## src/rtl/ptd_pkg.sv

```systemverilog
// Shared constants, action codes and request types of the periodic task dispatcher.
package ptd_pkg;

    // Table and field sizes
    localparam int TASK_SLOTS = 8;
    localparam int ACT_W      = 3;
    localparam int SLOT_W     = 3;
    localparam int PERIOD_W   = 16;
    localparam int TICK_W     = 16;
    localparam int SIDX_W     = (TASK_SLOTS > 1) ? $clog2(TASK_SLOTS) : 1;
    localparam int SCNT_W     = $clog2(TASK_SLOTS + 1);

    // Stream widths
    localparam int S_TDATA_W  = ((SLOT_W + PERIOD_W + 7) / 8) * 8;
    localparam int M_TDATA_W  = ((SLOT_W + 7) / 8) * 8;

    // Request queue between front and back
    localparam int QDEPTH     = 2;
    localparam int QPTR_W     = (QDEPTH > 1) ? $clog2(QDEPTH) : 1;
    localparam int QCNT_W     = $clog2(QDEPTH + 1);

    // Remainder unit step counter
    localparam int MOD_STEP_W = $clog2(TICK_W);

    // Action codes
    localparam logic [ACT_W-1:0] ACT_TICK    = 3'd0;
    localparam logic [ACT_W-1:0] ACT_CREATE  = 3'd1;
    localparam logic [ACT_W-1:0] ACT_SUSPEND = 3'd2;
    localparam logic [ACT_W-1:0] ACT_RESUME  = 3'd3;
    localparam logic [ACT_W-1:0] ACT_KILL    = 3'd4;

    typedef struct packed {
        logic [ACT_W-1:0]    action;
        logic [SLOT_W-1:0]   slot;
        logic [PERIOD_W-1:0] period;
    } t_req;

    typedef struct packed {
        logic                start;
        logic [TICK_W-1:0]   dividend;
        logic [PERIOD_W-1:0] divisor;
    } t_mod_req;

    typedef struct packed {
        logic done;
        logic zero;
    } t_mod_rsp;

endpackage

```

## src/rtl/periodic_task_dispatcher.sv

```systemverilog
// Top level of the periodic task dispatcher: front queue, back sequencer, remainder unit.
//
// Requests arrive on the s_axis channel: tuser carries the action (tick, create,
// suspend, resume, kill) and tdata the slot and the period. Edits change the task
// table and give no output; a tick advances the 16-bit tick count and then sends
// on m_axis, in slot order, every present, unsuspended slot with a nonzero period
// that divides the count, with tlast on the final one of that tick.
// A two-entry request queue sits between the front end and the back end, so the
// front keeps taking requests while the back is busy or the output is stalled.
// In the back end a tick walks the slots in order, passing over idle ones and running
// the remainder unit on each eligible slot (one bit per cycle over 16 bits), and then
// walks the slots again up to the last due one while the results go out.
// Reset clears the tick count, all present and suspended marks and the queue.
// When the receiver holds tready low the result holds in the output register,
// the back end waits, and once the queue fills s_axis tready drops.
module periodic_task_dispatcher
    import ptd_pkg::*;
(
    input  logic                 i_clk,
    input  logic                 i_rst_n,
    input  logic                 i_s_axis_tvalid,
    output logic                 o_s_axis_tready,
    input  logic [S_TDATA_W-1:0] i_s_axis_tdata,   // slot, period
    input  logic [ACT_W-1:0]     i_s_axis_tuser,   // action
    output logic                 o_m_axis_tvalid,
    input  logic                 i_m_axis_tready,
    output logic [M_TDATA_W-1:0] o_m_axis_tdata,   // task_slot
    output logic                 o_m_axis_tlast    // last
);

    logic     w_req_valid;
    t_req     w_req;
    logic     w_req_pop;
    t_mod_req w_mod_req;
    t_mod_rsp w_mod_rsp;

    ptd_front u_front (
        .i_clk           (i_clk),
        .i_rst_n         (i_rst_n),
        .i_s_axis_tvalid (i_s_axis_tvalid),
        .o_s_axis_tready (o_s_axis_tready),
        .i_s_axis_tdata  (i_s_axis_tdata),
        .i_s_axis_tuser  (i_s_axis_tuser),
        .o_req_valid     (w_req_valid),
        .o_req           (w_req),
        .i_req_pop       (w_req_pop)
    );

    ptd_mod u_mod (
        .i_clk   (i_clk),
        .i_rst_n (i_rst_n),
        .i_req   (w_mod_req),
        .o_rsp   (w_mod_rsp)
    );

    ptd_back u_back (
        .i_clk           (i_clk),
        .i_rst_n         (i_rst_n),
        .i_req_valid     (w_req_valid),
        .i_req           (w_req),
        .o_req_pop       (w_req_pop),
        .o_mod_req       (w_mod_req),
        .i_mod_rsp       (w_mod_rsp),
        .o_m_axis_tvalid (o_m_axis_tvalid),
        .i_m_axis_tready (i_m_axis_tready),
        .o_m_axis_tdata  (o_m_axis_tdata),
        .o_m_axis_tlast  (o_m_axis_tlast)
    );

    // An empty queue always has room for a request
    a_empty_ready: assert property (@(posedge i_clk) disable iff (!i_rst_n)
        !w_req_valid |-> o_s_axis_tready)
        else $error("queue empty but not ready");

    // The remainder unit cannot finish right after a start
    a_mod_latency: assert property (@(posedge i_clk) disable iff (!i_rst_n)
        w_mod_req.start |=> !w_mod_rsp.done)
        else $error("remainder done too early");

    // Done is a single-cycle pulse
    a_done_pulse: assert property (@(posedge i_clk) disable iff (!i_rst_n)
        w_mod_rsp.done |=> !w_mod_rsp.done)
        else $error("remainder done held");

    // Only slots of the table are sent
    a_out_slot: assert property (@(posedge i_clk) disable iff (!i_rst_n)
        o_m_axis_tvalid |-> (32'(o_m_axis_tdata[SLOT_W-1:0]) < TASK_SLOTS))
        else $error("task slot beyond table");

endmodule

```

## src/rtl/ptd_front.sv

```systemverilog
// Front end: accepts requests, drops those with no effect, and queues the rest.
module ptd_front
    import ptd_pkg::*;
(
    input  logic                 i_clk,
    input  logic                 i_rst_n,
    input  logic                 i_s_axis_tvalid,
    output logic                 o_s_axis_tready,
    input  logic [S_TDATA_W-1:0] i_s_axis_tdata,  // slot, period
    input  logic [ACT_W-1:0]     i_s_axis_tuser,  // action
    output logic                 o_req_valid,
    output t_req                 o_req,
    input  logic                 i_req_pop
);

    t_req               r_q [QDEPTH];
    logic [QPTR_W-1:0]  r_wr;
    logic [QPTR_W-1:0]  r_rd;
    logic [QCNT_W-1:0]  r_cnt;

    logic [SLOT_W-1:0]   w_slot;
    logic [PERIOD_W-1:0] w_period;
    logic                w_is_tick;
    logic                w_is_edit;
    logic                w_slot_ok;
    logic                w_keep;
    logic                w_push;

    // Classify the incoming request
    assign w_slot    = i_s_axis_tdata[SLOT_W-1:0];
    assign w_period  = i_s_axis_tdata[SLOT_W +: PERIOD_W];
    assign w_is_tick = (i_s_axis_tuser == ACT_TICK);
    assign w_is_edit = i_s_axis_tuser inside {ACT_CREATE, ACT_SUSPEND, ACT_RESUME, ACT_KILL};
    assign w_slot_ok = (32'(w_slot) < TASK_SLOTS);
    assign w_keep    = w_is_tick || (w_is_edit && w_slot_ok);

    assign o_s_axis_tready = (r_cnt != QCNT_W'(QDEPTH));
    assign w_push          = i_s_axis_tvalid && o_s_axis_tready && w_keep;

    assign o_req_valid = (r_cnt != '0);
    assign o_req       = r_q[r_rd];

    // Store queued requests
    always_ff @(posedge i_clk) begin
        if (w_push) begin
            r_q[r_wr] <= '{action: i_s_axis_tuser, slot: w_slot, period: w_period};
        end
    end

    // Advance pointers and fill count
    always_ff @(posedge i_clk) begin
        if (!i_rst_n) begin
            r_wr  <= '0;
            r_rd  <= '0;
            r_cnt <= '0;
        end else begin
            if (w_push) begin
                r_wr <= (r_wr == QPTR_W'(QDEPTH - 1)) ? '0 : r_wr + 1'b1;
            end
            if (i_req_pop) begin
                r_rd <= (r_rd == QPTR_W'(QDEPTH - 1)) ? '0 : r_rd + 1'b1;
            end
            if (w_push && !i_req_pop) begin
                r_cnt <= r_cnt + 1'b1;
            end else if (!w_push && i_req_pop) begin
                r_cnt <= r_cnt - 1'b1;
            end
        end
    end

endmodule

```

## src/rtl/ptd_mod.sv

```systemverilog
// Iterative remainder unit: one restoring step per cycle, reports a zero remainder.
module ptd_mod
    import ptd_pkg::*;
(
    input  logic     i_clk,
    input  logic     i_rst_n,
    input  t_mod_req i_req,
    output t_mod_rsp o_rsp
);

    logic                  r_busy;
    logic                  r_done;
    logic [MOD_STEP_W-1:0] r_step;
    logic [TICK_W-1:0]     r_num;
    logic [PERIOD_W-1:0]   r_rem;
    logic [PERIOD_W-1:0]   r_div;

    logic [PERIOD_W:0]     w_shift;
    logic [PERIOD_W:0]     w_sub;
    logic                  w_ge;

    // Shift in the next dividend bit and subtract when it fits
    assign w_shift = {r_rem, r_num[TICK_W-1]};
    assign w_sub   = w_shift - {1'b0, r_div};
    assign w_ge    = (w_shift >= {1'b0, r_div});

    assign o_rsp.done = r_done;
    assign o_rsp.zero = (r_rem == '0);

    // Datapath
    always_ff @(posedge i_clk) begin
        if (i_req.start) begin
            r_num <= i_req.dividend;
            r_rem <= '0;
            r_div <= i_req.divisor;
        end else if (r_busy) begin
            r_num <= {r_num[TICK_W-2:0], 1'b0};
            r_rem <= w_ge ? w_sub[PERIOD_W-1:0] : w_shift[PERIOD_W-1:0];
        end
    end

    // Step counter and done pulse
    always_ff @(posedge i_clk) begin
        if (!i_rst_n) begin
            r_busy <= 1'b0;
            r_done <= 1'b0;
            r_step <= '0;
        end else begin
            r_done <= 1'b0;
            if (i_req.start) begin
                r_busy <= 1'b1;
                r_step <= '0;
            end else if (r_busy) begin
                r_step <= r_step + 1'b1;
                if (r_step == MOD_STEP_W'(TICK_W - 1)) begin
                    r_busy <= 1'b0;
                    r_done <= 1'b1;
                end
            end
        end
    end

endmodule

```

## src/rtl/ptd_back.sv

```systemverilog
// Back end: applies slot edits, walks the table on a tick, and sends due slots.
module ptd_back
    import ptd_pkg::*;
(
    input  logic                 i_clk,
    input  logic                 i_rst_n,
    input  logic                 i_req_valid,
    input  t_req                 i_req,
    output logic                 o_req_pop,
    output t_mod_req             o_mod_req,
    input  t_mod_rsp             i_mod_rsp,
    output logic                 o_m_axis_tvalid,
    input  logic                 i_m_axis_tready,
    output logic [M_TDATA_W-1:0] o_m_axis_tdata,  // task_slot
    output logic                 o_m_axis_tlast   // last
);

    localparam logic [1:0] B_IDLE = 2'd0;
    localparam logic [1:0] B_SCAN = 2'd1;
    localparam logic [1:0] B_DIV  = 2'd2;
    localparam logic [1:0] B_EMIT = 2'd3;

    logic [1:0]            r_state,     n_state;
    logic [TICK_W-1:0]     r_tick,      n_tick;
    logic [TASK_SLOTS-1:0] r_present,   n_present;
    logic [TASK_SLOTS-1:0] r_susp,      n_susp;
    logic [TASK_SLOTS-1:0] r_due,       n_due;
    logic [SCNT_W-1:0]     r_idx,       n_idx;
    logic                  r_mod_start, n_mod_start;
    logic                  r_out_valid, n_out_valid;
    logic [SLOT_W-1:0]     r_out_slot,  n_out_slot;
    logic                  r_out_last,  n_out_last;
    logic [PERIOD_W-1:0]   r_period [TASK_SLOTS];

    logic [SIDX_W-1:0]     w_idx;
    logic [SIDX_W-1:0]     w_req_idx;
    logic [TASK_SLOTS-1:0] w_due_rest;
    logic                  w_out_free;
    logic                  w_per_we;

    assign w_idx      = r_idx[SIDX_W-1:0];
    assign w_req_idx  = SIDX_W'(i_req.slot);
    assign w_out_free = !r_out_valid || i_m_axis_tready;
    assign w_due_rest = r_due & ~(TASK_SLOTS'(1) << w_idx);

    assign o_mod_req.start    = r_mod_start;
    assign o_mod_req.dividend = r_tick;
    assign o_mod_req.divisor  = r_period[w_idx];

    assign o_m_axis_tvalid = r_out_valid;
    assign o_m_axis_tdata  = {{(M_TDATA_W - SLOT_W){1'b0}}, r_out_slot};
    assign o_m_axis_tlast  = r_out_last;

    // Sequencer
    always_comb begin
        n_state     = r_state;
        n_tick      = r_tick;
        n_present   = r_present;
        n_susp      = r_susp;
        n_due       = r_due;
        n_idx       = r_idx;
        n_mod_start = 1'b0;
        n_out_valid = r_out_valid;
        n_out_slot  = r_out_slot;
        n_out_last  = r_out_last;
        o_req_pop   = 1'b0;
        w_per_we    = 1'b0;

        // Drop the output once taken
        if (r_out_valid && i_m_axis_tready) begin
            n_out_valid = 1'b0;
        end

        case (r_state)
            B_IDLE: begin
                if (i_req_valid) begin
                    o_req_pop = 1'b1;
                    case (i_req.action)
                        ACT_TICK: begin
                            n_tick  = r_tick + 1'b1;
                            n_idx   = '0;
                            n_due   = '0;
                            n_state = B_SCAN;
                        end
                        ACT_CREATE: begin
                            w_per_we             = 1'b1;
                            n_present[w_req_idx] = 1'b1;
                            n_susp[w_req_idx]    = 1'b0;
                        end
                        ACT_SUSPEND: n_susp[w_req_idx]    = 1'b1;
                        ACT_RESUME:  n_susp[w_req_idx]    = 1'b0;
                        ACT_KILL:    n_present[w_req_idx] = 1'b0;
                        default: ;
                    endcase
                end
            end
            B_SCAN: begin
                if (r_idx == SCNT_W'(TASK_SLOTS)) begin
                    n_idx   = '0;
                    n_state = B_EMIT;
                end else if (r_present[w_idx] && !r_susp[w_idx] && (r_period[w_idx] != '0)) begin
                    n_mod_start = 1'b1;
                    n_state     = B_DIV;
                end else begin
                    n_idx = r_idx + 1'b1;
                end
            end
            B_DIV: begin
                if (i_mod_rsp.done) begin
                    n_due[w_idx] = i_mod_rsp.zero;
                    n_idx        = r_idx + 1'b1;
                    n_state      = B_SCAN;
                end
            end
            B_EMIT: begin
                if (r_due == '0) begin
                    n_state = B_IDLE;
                end else if (!r_due[w_idx]) begin
                    n_idx = r_idx + 1'b1;
                end else if (w_out_free) begin
                    n_out_valid = 1'b1;
                    n_out_slot  = SLOT_W'(w_idx);
                    n_out_last  = (w_due_rest == '0);
                    n_due       = w_due_rest;
                    n_idx       = r_idx + 1'b1;
                end
            end
            default: n_state = B_IDLE;
        endcase
    end

    // Period table
    always_ff @(posedge i_clk) begin
        if (w_per_we) begin
            r_period[w_req_idx] <= i_req.period;
        end
    end

    // Output payload
    always_ff @(posedge i_clk) begin
        r_out_slot <= n_out_slot;
        r_out_last <= n_out_last;
    end

    // Control state
    always_ff @(posedge i_clk) begin
        if (!i_rst_n) begin
            r_state     <= B_IDLE;
            r_tick      <= '0;
            r_present   <= '0;
            r_susp      <= '0;
            r_due       <= '0;
            r_idx       <= '0;
            r_mod_start <= 1'b0;
            r_out_valid <= 1'b0;
        end else begin
            r_state     <= n_state;
            r_tick      <= n_tick;
            r_present   <= n_present;
            r_susp      <= n_susp;
            r_due       <= n_due;
            r_idx       <= n_idx;
            r_mod_start <= n_mod_start;
            r_out_valid <= n_out_valid;
        end
    end

endmodule
```

## config.mk

```make
export PLATFORM = sky130hd
export DESIGN_NAME = periodic_task_dispatcher
export DESIGN_NICKNAME = d
export VERILOG_FILES = /design/src/rtl/ptd_pkg.sv /design/src/rtl/periodic_task_dispatcher.sv /design/src/rtl/ptd_front.sv /design/src/rtl/ptd_mod.sv /design/src/rtl/ptd_back.sv
export SDC_FILE = /design/constraint.sdc
export NUM_CORES = 1
export LEC_CHECK = 0
export BUFFER_PORTS_ARGS = -buffer_cell sky130_fd_sc_hd__buf_2
export CELL_PAD_IN_SITES_DETAIL_PLACEMENT = 2
export CELL_PAD_IN_SITES_GLOBAL_PLACEMENT = 2
export CORE_MARGIN = 2
export CORE_UTILIZATION = 40
export CTS_CLUSTER_DIAMETER = 40
export DETAILED_ROUTE_END_ITERATION = 7
export PLACE_DENSITY = 0.8
export SYNTH_ARGS = -nofsm -noshare
export SYNTH_HDL_FRONTEND = slang
export SYNTH_HIERARCHICAL = 1
export SYNTH_SLANG_ARGS = --single-unit
```

## constraint.sdc

```tcl
create_clock -name i_clk -period 6.85 [get_ports i_clk]
set_clock_uncertainty 0.05 [all_clocks]
set_input_delay 0 -clock i_clk [delete_from_list [all_inputs] [get_ports i_clk]]
set_output_delay 0 -clock i_clk [all_outputs]
set_load 0.01 [all_outputs]
```

==> key figures, run 1 <==
Detailed routing
  – Final wirelength: about 42000 um
  – Vias per cell: 5.80
  – M1 WL: 17300 um
  – Total number of vias: between 8000 and 9000
  – Starting DRT DRC Count: a little under 600
  – WL per Instance: 27.5 um
  – First-pass DRT Iterations: 5
  – Post-route ant nets: 0
  – DRC Markers: 0
  – Top routing layer in use: met4
  – Wire length on met3: 2060 um
  – Met2 WL post-DR: between 20000 and 25000 um

Placement
  – Cells after DPL: 1427
  – Placed standard-cell area: between 10000 and 15000 um2
  – HPWL Detailed: between 20000 and 25000 um
  – Setup WS pre-CTS: 3.13 ns
  – RD Place Congestion: 0.762
  – Buffers on Ports: 31

Clocking
  – Clock root buffer: clkbuf_16
  – Htree depth: 2
  – Hold Buf Count CTS: 26
  – Post-cts sizing count: 0
  – Bufs on Longest Clock Path: 3
  – CTS tree: done
  – Post-CTS setup buffers: 0
  – Clock Latency Late Sink: between 0.5 and 0.6 ns
  – Clk sink count: approximately 290
  – Clock slew at reported path FFs: 0.06 ns
  – Num CTS Buffers: 41

Floorplan
  – IO Pins: 42
  – Num rows: 66
  – Starting density of the core: 0.405
  – CORE AREA: 32500 um2
  – DIE HEIGHT: around 190 um
  – Die width: 185 um
  – DIE AREA: 34300 um2

Cells and area
  – Proportion of layout cells with a drive suffix above 1: 0.191
  – N_diodes: 0
  – FILL cells: 3068
  – Most frequent cells in the layout: 208 x edfxtp_1, 79 x mux2i_1, 76 x dfxtp_1, 73 x nor2_1, 48 x inv_1
  – Core Util, Final: 0.470
  – Post-Layout Cell Count: 1529
  – Fin nets: 1111
  – Layout area overhead: 16.1%
  – Most common cell after layout, fill and taps aside: edfxtp_1
  – Post-route cell area: 15200 um2

Pwr
  – Final Total Pwr: 4.91 mW
  – Clk pwr share: 0.464
  – Reg power frac: 0.421
  – Switching power total: about 1.4 mW
  – Sw Share: 0.279
  – Combinational share of power: 0.116
  – Peak VDD IR: 0.266 mV
  – Internal power: roughly 3.5 mW
  – Pwr dens: 322 nW/um2
  – Leak: a little over 5 nW

Flow run
  – Maxcap violations: 0

Timing
  – PnR worst setup slack: slightly below 3 ns
  – Slew at the pin with the worst max-slew slack: 1.21 ns
  – RSZ-0062 raised after global routing: no
  – Final Hold Fails: 0
  – Worst slew margin: 0.191
  – Setup Viol. Count Final: 0
  – TNS Setup: 0 ns
  – Fmax achieved: about 250 MHz
  – Final hold slack: about 0.13 ns
  – Final Slew Violations: 0
  – Period utilization: 0.577
  – Min Clock Period, post-route: 3.95 ns

Min path
  – Hold Path Class: in2reg
  – Min-delay src: i_s_axis_tdata[15]

Global route
  – Initial antenna violation count: 0
  – First-pass GRT wire length: 63900 um
  – GRT overflow: 0
  – GRT Total Usage: 0.254
  – Vias in the first global route: approximately 10000
  – Largest net degree at the start of global routing: between 60 and 70

Worst setup path
  – Reg2reg setup slack: between 2 and 3 ns
  – Critical Path Sink Type: register
  – WP data arrival: 4.32 ns
  – CP Class: reg2reg
  – Critical Path Source Type: register
  – Max FO, Critical Path: 22
  – CP required: around 7.2 ns

Synthesis
  – Top cell type's share of synthesized area: 0.476
  – Syn_area_per_cell: about 13 um2
  – Synth async-reset ratio: 0
  – Synth Register Bits: 286
  – Top cells by area, synth: edfxtp_1 48%, dfxtp_1 12%, mux2i_1 6.0%
  – Mapped Area: 13100 um2
  – Top_reg_cell synth: edfxtp_1
  – Post-synthesis sequential area ratio: 0.594
  – EDFF count, synth: roughly 210
  – Syn Inst Count: 992
  – Synth area leader: edfxtp_1
  – YS warnings: 6
  – Cell variety after synth: 81

Status
  – Status: complete, no violations
sequential cells by signal, indices dropped and copies added, names as in the netlist, named ones only:
name / flops
u_mod/r_rem: 16
u_mod/r_done: 1
u_back/r_idx: 4
u_back/o_m_axis_tlast: 1
u_front/r_rd: 1
u_mod/r_div: 16
u_back/r_state: 2
u_front/r_cnt: 2
u_back/r_out_slot: 3
u_mod/r_num: 16
u_back/o_m_axis_tvalid: 1
u_front/r_wr: 1
u_back/r_period: 128
u_front/r_q: 44
u_back/r_tick: 16
u_back/r_due: 8
u_mod/r_step: 4
u_mod/r_busy: 1
u_back/r_mod_start: 1
cell type report:
class	instances	area, um2	area share
clock inverter	31	354	0.0232
inverter	51	191	0.0126
clock buffer	45	1080	0.0711
multi-input combinational	603	4730	0.310
sequential	286	7810	0.512
tap	442	553	0.0363
timing repair buffer	71	520	0.0341
cells in the mapped netlist, types with 18 or more instances:
cell type / instances
edfxtp_1: 208
mux2i_1: 79
dfxtp_1: 78
nor2_1: 73
inv_1: 48
mux2_2: 39
a21oi_1: 38
nand2_1: 32
ha_1: 25
o21ai_0: 25
nand3_1: 23
mux4_2: 21
o21a_1: 19
a211oi_1: 18
clkbuf_1: 18
power by group through the flow:
stage | combinational (mW) | sequential, mW | clock (mW)
finish | 0.567 | 2.06 | 2.28
CTS | 0.535 | 2.06 | 2.27
global placement | 0.452 | 2.08 | 0
floorplan | 0.385 | 2.04 | 0
global route | 0.596 | 2.07 | 2.37
detailed placement | 0.493 | 2.09 | 0
final timing paths:
path / depth (start not counted) / to
hold reg to reg: 2 / u_back/r_tick[13]
hold / removal: 2 / u_front/r_q[0][12]
setup / recovery: 7 / u_back/r_due[3]
setup reg to reg: 7 / u_back/r_due[3]
cells by family (layout without fill, tap and decap cells):
family                     count (synthesis)  in the layout  share of synthesized area
DFF                                      286            286                      0.594
xor gates and xnor gates                  26             26                     0.0173
other                                      1              5                   0.000285
buffers and inverters                    107            198                     0.0467
muxes                                    139            139                      0.130
AOI/OAI and AO/OA                        173            173                     0.0932
and+or+nand+nor                          234            234                     0.0932
adders and majority gates                 26             26                     0.0253
per-layer routing:
metal  up-vias  track usage
li1       3864            -
met1      4586        0.313
met2       318        0.438
met3        98       0.0505
met4         0        0.102
met5         -            0
critical path: stages (launching register included):
cell and delay [ns]:
dfxtp_1 1.05, mux2_2 0.50, nor4_1 0.32, a221oi_1 0.29, a21oi_1 1.03, o21ai_0 0.26, a32oi_1 0.25, nor2_1 0.07
Power figures use the tool's default switching activity.
==> run 2: changes to the inputs <==
==> constraint.sdc (replaced) <==
create_clock -name i_clk -period 3.7 [get_ports i_clk]
set_clock_uncertainty 0.05 [all_clocks]
set_input_delay 0 -clock i_clk [delete_from_list [all_inputs] [get_ports i_clk]]
set_output_delay 0 -clock i_clk [all_outputs]
set_load 0.01 [all_outputs]
==> run 2 against run 1 <==
Sequential share of layout area decreased by 0.14 points. Global-route usage increased by 0.83 points. Final cell count increased by 0.52%. Largest cell class unchanged. Highest routed layer unchanged.
==> key figures, run 2 (same netlist as run 1, synthesis figures left out) <==
Clocking
  – Post-CTS setup buffers: 0
  – Num CTS Buffers: 41
  – Clock slew at reported path FFs: 0.07 ns
  – Clk sink count: 286
  – Clock root buffer: clkbuf_16
  – CTS tree: done
  – Htree depth: 2
  – Clock Latency Late Sink: ~0.57 ns
  – Bufs on Longest Clock Path: 3

Timing
  – Min Clock Period, post-route: 3.53 ns
  – Slew at the pin with the worst max-slew slack: about 1.1 ns
  – Setup Viol. Count Final: 0
  – Worst slew margin: 0.232
  – TNS Setup: 0 ns
  – Fmax achieved: 283 MHz
  – Final Slew Violations: 0
  – RSZ-0062 raised after global routing: no
  – Period utilization: 0.954
  – Final Hold Fails: 0

Worst setup path
  – Worst r2r dst: u_back/r_idx[0]
  – Max FO, Critical Path: 56
  – Critical Path Source Type: register
  – WP data arrival: between 3 and 4 ns
  – Critical Path Sink Type: register
  – CP required: 4.09 ns
  – Reg2reg setup slack: around 0.17 ns
  – CP Class: reg2reg
  – Worst R2R Path Depth: 8

Cells and area
  – Area taken by multi-input logic gates: 4740 um2
  – Proportion of layout cells with a drive suffix above 1: 0.192
  – Most frequent cells in the layout: 208 x edfxtp_1, 79 x mux2i_1, 76 x dfxtp_1, 73 x nor2_1, 48 x inv_1
  – Biggest register: u_back/r_period
  – Fin nets: 1119
  – Largest registers: u_back/r_period: 128 flops, u_front/r_q: 44 flops
  – FILL cells: a little over 3000
  – Post-Layout Cell Count: 1537
  – Most common cell after layout, fill and taps aside: edfxtp_1
  – Post-route cell area: 15300 um2
  – Reg area: 7810 um2
  – Number of flip-flops under the largest register name: 128
  – N_diodes: 0
  – Layout area overhead: 16.4%

Detailed routing
  – DRC Markers: 0
  – First-pass DRT Iterations: 4
  – Final wirelength: 43600 um
  – WL per Instance: ~28 um
  – Vias per cell: slightly below 6
  – Post-route ant nets: 0
  – Starting DRT DRC Count: 840
  – Total number of vias: between 8000 and 9000

Pwr
  – Pwr dens: between 500 and 600 nW/um2
  – Peak VDD IR: 0.463 mV
  – Leak: 5.16 nW

Global route
  – Initial antenna violation count: 1
  – GRT Total Usage: 0.262
  – Vias in the first global route: 10100
  – Largest net degree at the start of global routing: 57
  – GRT overflow: 0
  – First-pass GRT wire length: 66300 um

Min path
  – Min-delay src: i_s_axis_tdata[2]
  – Hold Path Class: in2reg
  – Worst hold stages: 2
  – Endpoint of the worst hold path: u_front/r_q[1][18]

Floorplan
  – IO Pins: 42
  – Num rows: 66
  – CORE AREA: 32500 um2
  – DIE HEIGHT: 185 um
  – Die width: 185 um
  – Starting density of the core: 0.405
  – DIE AREA: 34300 um2

Placement
  – Placed standard-cell area: ~14000 um2
  – Cells after DPL: between 1000 and 1500
  – RD Place Congestion: 0.772
  – Buffers on Ports: 31
  – HPWL Detailed: 22800 um

Flow run
  – Maxcap violations: 0

Status
  – Status: complete, no violations
run 2: per-stage QoR:
step           utilization  hold WS [ns]  setup WS, ns  power (mW)
2_1_floorplan            -        0.0489          1.06        4.49
3_3_place_gp         0.420         0.137         0.732        4.70
3_5_place_dp         0.420         0.142         0.574        4.80
4_1_cts              0.471         0.111         0.405        8.90
5_1_grt              0.471         0.125         0.107        9.24
6_report             0.471         0.129         0.170        9.00
run 2: where the power goes:
| part | switching (mW) | internal [mW] |
|---|---|---|
| Clock | 1.68 | 2.43 |
| Combinational | 0.736 | 0.374 |
| Sequential | 0.116 | 3.67 |
run 2: cell type report:
| type | instances | share of cell area |
|---|---|---|
| clock buffer | 51 | 0.0716 |
| clock inverter | 25 | 0.0197 |
| inverter | 51 | 0.0125 |
| multi-input combinational | 603 | 0.310 |
| sequential | 286 | 0.511 |
| tap | 442 | 0.0362 |
| timing repair buffer | 79 | 0.0388 |
run 2: per-layer routing:
metal  track usage  vias up  wire (um)
met2         0.460      324      22100
met1         0.310     4655      17200
met5             0        -          0
met4         0.118        0       1810
met3        0.0521      114       2470
li1              -     3873          -
run 2: worst max-delay path, cell delays in order (launching register included):
cell	delay, ns
dfxtp_4	0.49
buf_12	0.37
mux2i_1	0.37
mux4_2	0.33
nand4_1	0.17
nor4_4	0.50
nor2_2	0.16
nor3_4	0.50
mux2i_1	0.41
run 2: repair_timing:
item | 4_1_cts | 5_1_grt
hold buffers | 26 | 0
setup endpoints to repair | 0 | 2
hold endpoints to repair | 60 | 0
gates resized for setup | 0 | 2
run 2: worst max path at each step:
stage | slack [ns] | from | to | cells after the start
after global routing | 0.11 | register | u_back/r_idx[0] | 8
final | 0.17 | register | u_back/r_idx[0] | 8
after CTS | 0.40 | register | u_back/r_idx[0] | 8
after global placement | 0.73 | register | register | 8
after floorplan | 1.06 | register | u_back/r_period[1][0] | 4
after detailed placement | 0.57 | register | u_back/r_idx[0] | 8
==> run 3: changes to the inputs <==
--- a/config.mk
+++ b/config.mk
@@ -12,8 +12,7 @@
 export CORE_UTILIZATION = 40
 export CTS_CLUSTER_DIAMETER = 40
 export DETAILED_ROUTE_END_ITERATION = 7
-export PLACE_DENSITY = 0.8
+export PLACE_DENSITY = 0.81
 export SYNTH_ARGS = -nofsm -noshare
 export SYNTH_HDL_FRONTEND = slang
-export SYNTH_HIERARCHICAL = 1
 export SYNTH_SLANG_ARGS = --single-unit
==> run 3 against run 2 <==
Sequential power is 2% higher. Maximum frequency is 0.48% lower. Combinational power is 74% higher. Power is 12% higher. Sequential share of layout area is 0.16 points lower. Synthesized area is 1.2% lower. Die area is 1.2% lower. Non-clock buffer count stayed put. Final area is 0.29% higher. First-iteration DRC count is 1.7% lower. Largest power group unchanged.
==> key figures, run 3 <==
Clocking
  – Hold Buf Count CTS: 25
  – Clk sink count: 286
  – Clock slew at reported path FFs: 0.07 ns
  – Post-cts sizing count: 0
  – CTS tree: done
  – Bufs on Longest Clock Path: 3
  – Post-CTS setup buffers: 0
  – Clock Latency Late Sink: 0.55 ns
  – Htree depth: 2
  – Clock root buffer: clkbuf_16
  – Num CTS Buffers: 44

Timing
  – Period utilization: 0.959
  – Setup Viol. Count Final: 0
  – Worst slew margin: 0.243
  – RSZ-0062 raised after global routing: no
  – Final hold slack: 0.134 ns
  – Slew at the pin with the worst max-slew slack: 1.13 ns
  – TNS Setup: 0 ns
  – Final Hold Fails: 0
  – Min Clock Period, post-route: 3.55 ns
  – Final Slew Violations: 0
  – Fmax achieved: 282 MHz

Flow run
  – Maxcap violations: 0

Global route
  – Largest net degree at the start of global routing: 38
  – Initial antenna violation count: 1
  – GRT overflow: 0
  – Vias in the first global route: 10400
  – First-pass GRT wire length: 65900 um
  – GRT Total Usage: 0.258

Cells and area
  – Reg area: around 7800 um2
  – Post-route cell area: ~15000 um2
  – Fin nets: 1178
  – Number of flip-flops under the largest register name: between 100 and 150
  – Largest registers: u_back.r_period: 128 flops, u_front.r_q: 44 flops
  – Biggest register: u_back.r_period
  – FILL cells: between 3000 and 4000
  – Area taken by multi-input logic gates: 4790 um2
  – Core Util, Final: 0.483
  – Most frequent cells in the layout: 208 x edfxtp_1, 105 x nor2_1, 82 x nand2_1, 75 x dfxtp_1, 63 x a21oi_1
  – Proportion of layout cells with a drive suffix above 1: 0.199
  – Layout area overhead: 18.2%
  – Most common cell after layout, fill and taps aside: edfxtp_1
  – N_diodes: 0

Min path
  – Hold Path Class: in2reg

Placement
  – HPWL Detailed: about 24000 um
  – Buffers on Ports: 31
  – RD Place Congestion: 0.806
  – Placed standard-cell area: 13600 um2

Synthesis
  – YS warnings: 0
  – Synth Register Bits: 286
  – Syn_area_per_cell: 12.4 um2
  – Top cell type's share of synthesized area: 0.481
  – EDFF count, synth: roughly 210
  – Post-synthesis sequential area ratio: 0.602
  – Synth async-reset ratio: 0
  – Post-synth top cells: 208 x edfxtp_1, 107 x nor2_1, 82 x nand2_1
  – Cell variety after synth: 69
  – Top_reg_cell synth: edfxtp_1
  – Syn Inst Count: 1044
  – Top cells by area, synth: edfxtp_1 48%, dfxtp_1 12%, mux4_2 5.0%
  – Mapped Area: between 10000 and 15000 um2
  – Synth area leader: edfxtp_1
  – Count leader, synth: edfxtp_1

Worst setup path
  – Critical Path Sink Type: register
  – Max FO, Critical Path: 37
  – WP data arrival: 3.91 ns
  – Critical Path Source Type: register
  – CP required: 4.06 ns
  – Critical Path End: u_back.r_idx[0]
  – Reg2reg setup slack: about 0.15 ns
  – CP Class: reg2reg
  – Worst R2R Path Depth: 9
  – Worst r2r dst: u_back.r_idx[0]

Pwr
  – Peak VDD IR: 0.452 mV
  – Leak: 5.28 nW
  – Pwr dens: about 660 nW/um2
  – Final Total Pwr: just over 10 mW

Floorplan
  – IO Pins: 42
  – DIE HEIGHT: 184 um
  – Die width: 184 um
  – Starting density of the core: 0.409
  – CORE AREA: between 30000 and 40000 um2
  – DIE AREA: 33900 um2
  – Num rows: 65

Detailed routing
  – First-pass DRT Iterations: 5
  – Total number of vias: 9312
  – Final wirelength: 42100 um
  – Vias per cell: 5.98
  – Post-route ant nets: 0
  – DRC Markers: 0
  – Starting DRT DRC Count: 826
  – WL per Instance: 27.1 um

Status
  – Status: complete, no violations
==> run 3: cell count changes after synthesis, sizes merged, moves of 11 or more <==
cell,change
a21oi,+23
mux2i,-55
nand2,+50
nor2,+32
nor3,+12
o21a,-16
or4,+11
==> run 3: worst min path at each step <==
stage	startpoint	end	slack, ns	cells after the start
floorplan	i_s_axis_tdata[3]	u_front.r_q[0][0]	0.05	0
global route	i_s_axis_tdata[2]	u_front.r_q[1][18]	0.12	2
global placement	i_s_axis_tdata[12]	u_front.r_q[0][9]	0.14	1
detailed placement	i_s_axis_tdata[6]	u_front.r_q[1][3]	0.14	1
CTS	i_s_axis_tdata[6]	u_front.r_q[1][3]	0.11	2
finish	i_s_axis_tdata[6]	u_front.r_q[1][3]	0.13	2
==> run 3: final cells by class <==
type | count | area share
clock buffer | 47 | 0.0753
clock inverter | 34 | 0.0221
inverter | 42 | 0.0103
multi-input combinational | 668 | 0.312
sequential | 286 | 0.509
tap | 402 | 0.0328
timing repair buffer | 79 | 0.0377
==> run 3: where the power goes <==
part,total (mW),switching (mW),internal (mW)
clock,4.28,1.75,2.53
combinational,1.93,1.27,0.654
sequential,3.85,0.138,3.71
==> run 3: kinds of logic after synthesis <==
family	share of synthesized area
AND/OR/NAND/NOR	0.126
adder cells (fa/ha/maj)	0.0257
AO/OA/AOI/OAI	0.0872
XOR/XNOR	0.0189
flip-flops	0.602
buffers and inverters	0.0305
multiplexers	0.110
other	0.000289
==> run 3: routing by layer <==
metal | wire length, um | vias to the layer above | global-route usage
li1 | - | 4061 | -
met1 | 17000 | 4804 | 0.319
met2 | 21500 | 329 | 0.456
met3 | 2170 | 116 | 0.0444
met4 | 1440 | 2 | 0.0906
met5 | 13 | - | 0
==> run 3: critical path, stage by stage (launching register included) <==
cell and delay [ns]:
dfxtp_2 0.95, nand2b_1 0.13, nor4_1 0.57, o221ai_1 0.36
nand4_1 0.28, a31oi_2 0.18, a31oi_1 0.25, buf_4 0.22
nand4_1 0.18, o31ai_1 0.19
==> run 3: per-stage QoR <==
stage,cells,worst slack (ns)
finish,1558,0.153
global route,1558,0.0939
CTS,1558,0.342
detailed placement,1452,0.563
global placement,1452,0.694
floorplan,1048,1.15
